===== src/sv/mgrad_pkg.sv =====
// ----------------------------------------------------------------------------
// mgrad_pkg
// Shared constants for the 3x3 morphological gradient core.
// ----------------------------------------------------------------------------
package mgrad_pkg;

    // Pixel and register field widths
    localparam int PIX_W      = 8;
    localparam int FW_W       = 11;
    localparam int FH_W       = 16;

    // Configuration port shape
    localparam int CFG_IDX_W  = 1;
    localparam int CFG_DATA_W = 16;

    // Register indexes
    localparam logic [CFG_IDX_W-1:0] REG_FRAME_WIDTH  = 1'd0;
    localparam logic [CFG_IDX_W-1:0] REG_FRAME_HEIGHT = 1'd1;

    // Register reset values
    localparam logic [FW_W-1:0] FW_RESET = 11'd640;
    localparam logic [FH_W-1:0] FH_RESET = 16'd480;

    // Default line store depth
    localparam int MAX_WIDTH_DEF = 1024;

endpackage


===== src/sv/mgrad_window.sv =====
// ----------------------------------------------------------------------------
// mgrad_window
// 3x3 pixel window. Shifts in one new column per load and gives the range
// (maximum minus minimum) of the window as it stands after the shift.
// ----------------------------------------------------------------------------
module mgrad_window (
    input  logic                         i_clk,
    input  logic                         i_load,
    input  logic [mgrad_pkg::PIX_W-1:0]  i_top,
    input  logic [mgrad_pkg::PIX_W-1:0]  i_mid,
    input  logic [mgrad_pkg::PIX_W-1:0]  i_pix,
    output logic [mgrad_pkg::PIX_W-1:0]  o_range
);

    localparam int PW = mgrad_pkg::PIX_W;

    // r_win[row][col], col 2 is the newest column
    logic [PW-1:0] r_win [3][3];
    logic [PW-1:0] n_win [3][3];
    logic [PW-1:0] win_min;
    logic [PW-1:0] win_max;

    function automatic logic [PW-1:0] f_min(input logic [PW-1:0] a, input logic [PW-1:0] b);
        return (a < b) ? a : b;
    endfunction

    function automatic logic [PW-1:0] f_max(input logic [PW-1:0] a, input logic [PW-1:0] b);
        return (a > b) ? a : b;
    endfunction

    // Next window: shift left, new column on the right
    always_comb begin
        for (int r = 0; r < 3; r++) begin
            n_win[r][0] = r_win[r][1];
            n_win[r][1] = r_win[r][2];
        end
        n_win[0][2] = i_top;
        n_win[1][2] = i_mid;
        n_win[2][2] = i_pix;
    end

    always_ff @(posedge i_clk) begin
        if (i_load) begin
            r_win <= n_win;
        end
    end

    // Minimum and maximum over the nine taps, four compare levels deep
    always_comb begin
        win_min = f_min(f_min(f_min(n_win[0][0], n_win[0][1]),
                              f_min(n_win[0][2], n_win[1][0])),
                        f_min(f_min(n_win[1][1], n_win[1][2]),
                              f_min(n_win[2][0], f_min(n_win[2][1], n_win[2][2]))));
        win_max = f_max(f_max(f_max(n_win[0][0], n_win[0][1]),
                              f_max(n_win[0][2], n_win[1][0])),
                        f_max(f_max(n_win[1][1], n_win[1][2]),
                              f_max(n_win[2][0], f_max(n_win[2][1], n_win[2][2]))));
        o_range = win_max - win_min;
    end

endmodule


===== config.mk =====
export PLATFORM = sky130hd
export DESIGN_NAME = mgrad_window
export DESIGN_NICKNAME = d
export VERILOG_FILES = /design/src/sv/mgrad_pkg.sv /design/src/sv/mgrad_window.sv
export SDC_FILE = /design/constraint.sdc
export NUM_CORES = 1
export LEC_CHECK = 0
export ABC_CLOCK_PERIOD_IN_PS = 16600
export BUFFER_PORTS_ARGS = -buffer_cell sky130_fd_sc_hd__buf_2
export CORE_UTILIZATION = 60
export DETAILED_ROUTE_END_ITERATION = 6
export PLACE_DENSITY = 0.75
export REMOVE_ABC_BUFFERS = 1
export SKIP_CTS_REPAIR_TIMING = 1
export SYNTH_ARGS = -nofsm -noshare
export SYNTH_HDL_FRONTEND = slang
export SYNTH_SLANG_ARGS = --single-unit

===== constraint.sdc =====
create_clock -name i_clk -period 16.6 [get_ports i_clk]
set_input_delay 3.32 -clock i_clk [delete_from_list [all_inputs] [get_ports i_clk]]
set_output_delay 3.32 -clock i_clk [all_outputs]
set_load 0.02 [all_outputs]

==> impl_metrics.yaml <==
layout:
  final_cells: 762
  insertedDiodeCount: 0
  drive_above_1_share_pct: 12.54
  fillers: 749
  nets: 775
  largest_reg_flops: 48
  syn2layout_area_growth_pct: 7.428
sta:
  slew_headroom_pct: 24.29
  setup_viol: 0
  rsz0062_at_grt: "no"
  fin_crit_ns: 15.87
  finalCritPeriodShare_pct: 95.63
  fmax_mhz: 63.00
  hold_viol: 0
  worst_pin_slew_ns: 1.136
  finClkSkew_ns: 0.007353
  holdWs_ns: 0.4739
  slew_viol_final: 0
  setup_tns_ns: 0
  finalWorstSetupSlack_ns: 0.7261
yosys:
  synth-main-ff-cell: "edfxtp_1"
  synth_common_cells: "ha_1, inv_1, a21oi_1"
  syn_area_per_cell_um2: 8.884
  netlist_instances: 620
  synth_top_area_share_pct: 26.17
  yosysUniqueCellTypes: 54
  synthTopCellsByArea: "edfxtp_1, ha_1, mux2i_1"
  yosysTopAreaCell: "edfxtp_1"
  synth-seq-cells: 48
  yosysWarnings: 0
  synth_edf_count: 48
  synth.most_common_cell: "ha_1"
  syn-cell-area_mm2: 0.005508
  seq_area_frac_synth_pct: 26.17
  async_reset_ff_share_pct: 0
pwr:
  clockPowerShare_pct: 8.4
  power_switching_mw: 0.5621
  p_int_mw: 0.5300
  seq_power_share_pct: 14.0
  combPwrFrac_pct: 77.6
  power.density_mw_per_mm2: 184.6
  switching_share_pct: 51.47
  power.leakage_nw: 2.831
  ir_drop_mv: 0.1965
worst_setup_path:
  slowest_delay_ns: 0.69
  cp_common_cell: "ha_1"
  cp.arrival_ns: 12.55
  r2r_start: "n_win[36]"
  reg2reg_slack_ns: 15.83
  critPathRequiredTime_ns: 13.28
  reg2reg_depth: 0
  slowest_stage: "o21ai_0"
  worstSetupPathType: "in -> out"
  crit_end: "o_range[7]"
  crit_fanout: 11
  timing.rr.end: "n_win[44]"
  endpoint_kind: "output port"
  critPathLaunch: "i_pix[7]"
  critPathLaunchType: "input port"
outcome:
  status: "complete, but fails checks"
  violations: "DRC"
die:
  die-area_mm2: 0.009567
  die_y_um: 97.81
  core_mm2: 0.008806
  row_count: 34
  initial_utilization_pct: 62.55
  io_pins: 34
  die_x_um: 97.81
route:
  vias: 4734
  drt-total-wl_um: 13310
  drc: 20
  first_pass_iters: 7
  avgViaCountPerCell: 6.213
  dr.first_iter.drc_count: 192
  antenna_left: 0
  wl_per_cell_um: 17.46
clock_network:
  clock_path_buffers: 2
  insertion_delay_ns: 0.32
  cts_root_buf: "clkbuf_8"
  tritoncts: "built"
  h-tree-depth: 2
  cts_buffers: 5
  clock_sinks: 48
  clk_pin_slew_ns: 0.10
place:
  dpl.cell_count: 754
  hpwlAfterDp_um: 10960
  port_buffers: 33
  gp_congestion: 0.9516
  dpl_worst_slack_ns: 0.7262
grt:
  grt.total_usage_pct: 29.07
  antenna_found_initial: 0
  grt_pass1_vias: 4872
  grt_max_degree: 49
  grt-ovfl-total: 0
  grt_pass1_wl_um: 22290
run:
  maxCapViolCount: 0
worst_hold_path:
  min_path_type: "reg -> reg"
area by class of cell:
| cell class | count | area (µm²) | share of cell area (%) |
|---|---|---|---|
| Inverter | 66 | 247.7 | 4.187 |
| Multi-Input combinational cell | 495 | 3781 | 63.90 |
| Timing Repair Buffer | 37 | 195.2 | 3.299 |
| Tap cell | 108 | 135.1 | 2.284 |
| Clock buffer | 5 | 68.82 | 1.163 |
| Clock inverter | 3 | 47.55 | 0.8036 |
| Sequential cell | 48 | 1441 | 24.36 |
worst min-delay path by stage:
stage,end,startpoint,cells past startpoint
2_1_floorplan,n_win[16],n_win[8],0
3_3_place_gp,n_win[16],n_win[8],0
3_5_place_dp,n_win[16],n_win[8],0
4_1_cts,n_win[16],n_win[8],0
5_1_grt,n_win[16],n_win[8],0
6_report,n_win[16],n_win[8],0
power groups by stage:
stage	Sequential [mW]	Clock (mW)	Combinational, mW
4_1_cts	0.153	0.0941	0.844
3_5_place_dp	0.156	0	0.839
6_report	0.153	0.0915	0.847
3_3_place_gp	0.156	0	0.815
5_1_grt	0.154	0.0978	0.939
2_1_floorplan	0.152	0	0.617
through the flow:
stage                     cell area, µm²  power [mW]  util (%)
final                               5917       1.092     67.19
after global routing                5917       1.191     67.19
after detailed placement            5796      0.9951     65.81
after global placement              5796      0.9707     65.81
after floorplan                     5465      0.7691         -
after CTS                           5912       1.092     67.14
cells by family (layout without fill, tap and decap cells):
logic type      after synthesis  in the layout  synth area share, %
fa+ha+maj                    96             96                21.94
xor+xnor                      9              9                1.431
compound gates              184            184                20.85
buf+inv                      77            111                5.270
simple gates                145            145                12.65
mux                          61             61                11.68
flops                        48             48                26.17
critical path: cells and delay by family:
family                   cells  cell delay (ns)
XOR/XNOR                     2             0.28
buffers and inverters        5             0.82
AO/OA/AOI/OAI               15             4.07
adder cells (fa/ha/maj)      5             1.37
AND/OR/NAND/NOR             12             1.99
multiplexers                 2             0.66
metal layers:
layer	global-route usage (%)	share of wire, %	vias to the layer above
met5	0	0	-
met4	14.92	4.4	0
met3	3.221	2.9	43
met2	54.56	52	133
met1	32.36	41	2208
li1	-	-	2350
layout by cell type, fill, tap and decap left out, types with 5 or more instances in the layout:
cell      netlist  routed
a211oi_1        6       6
a21o_1         26      26
a21oi_1        64      64
buf_2           1      33
clkbuf_8        0       5
edfxtp_1       48      48
ha_1           95      95
inv_1          66      66
mux2_2         26      26
mux2i_1        35      35
nand2_1        30      30
nand2b_1        8       8
nand3_1        10      10
nand4_1        12      12
nor2_1         54      52
nor2b_1        14      14
o21a_1          8       8
o21ai_0        34      34
o21ai_1         8       8
o21bai_1        5       5
xnor2_1         6       6
(Power assumes the default switching activity.)
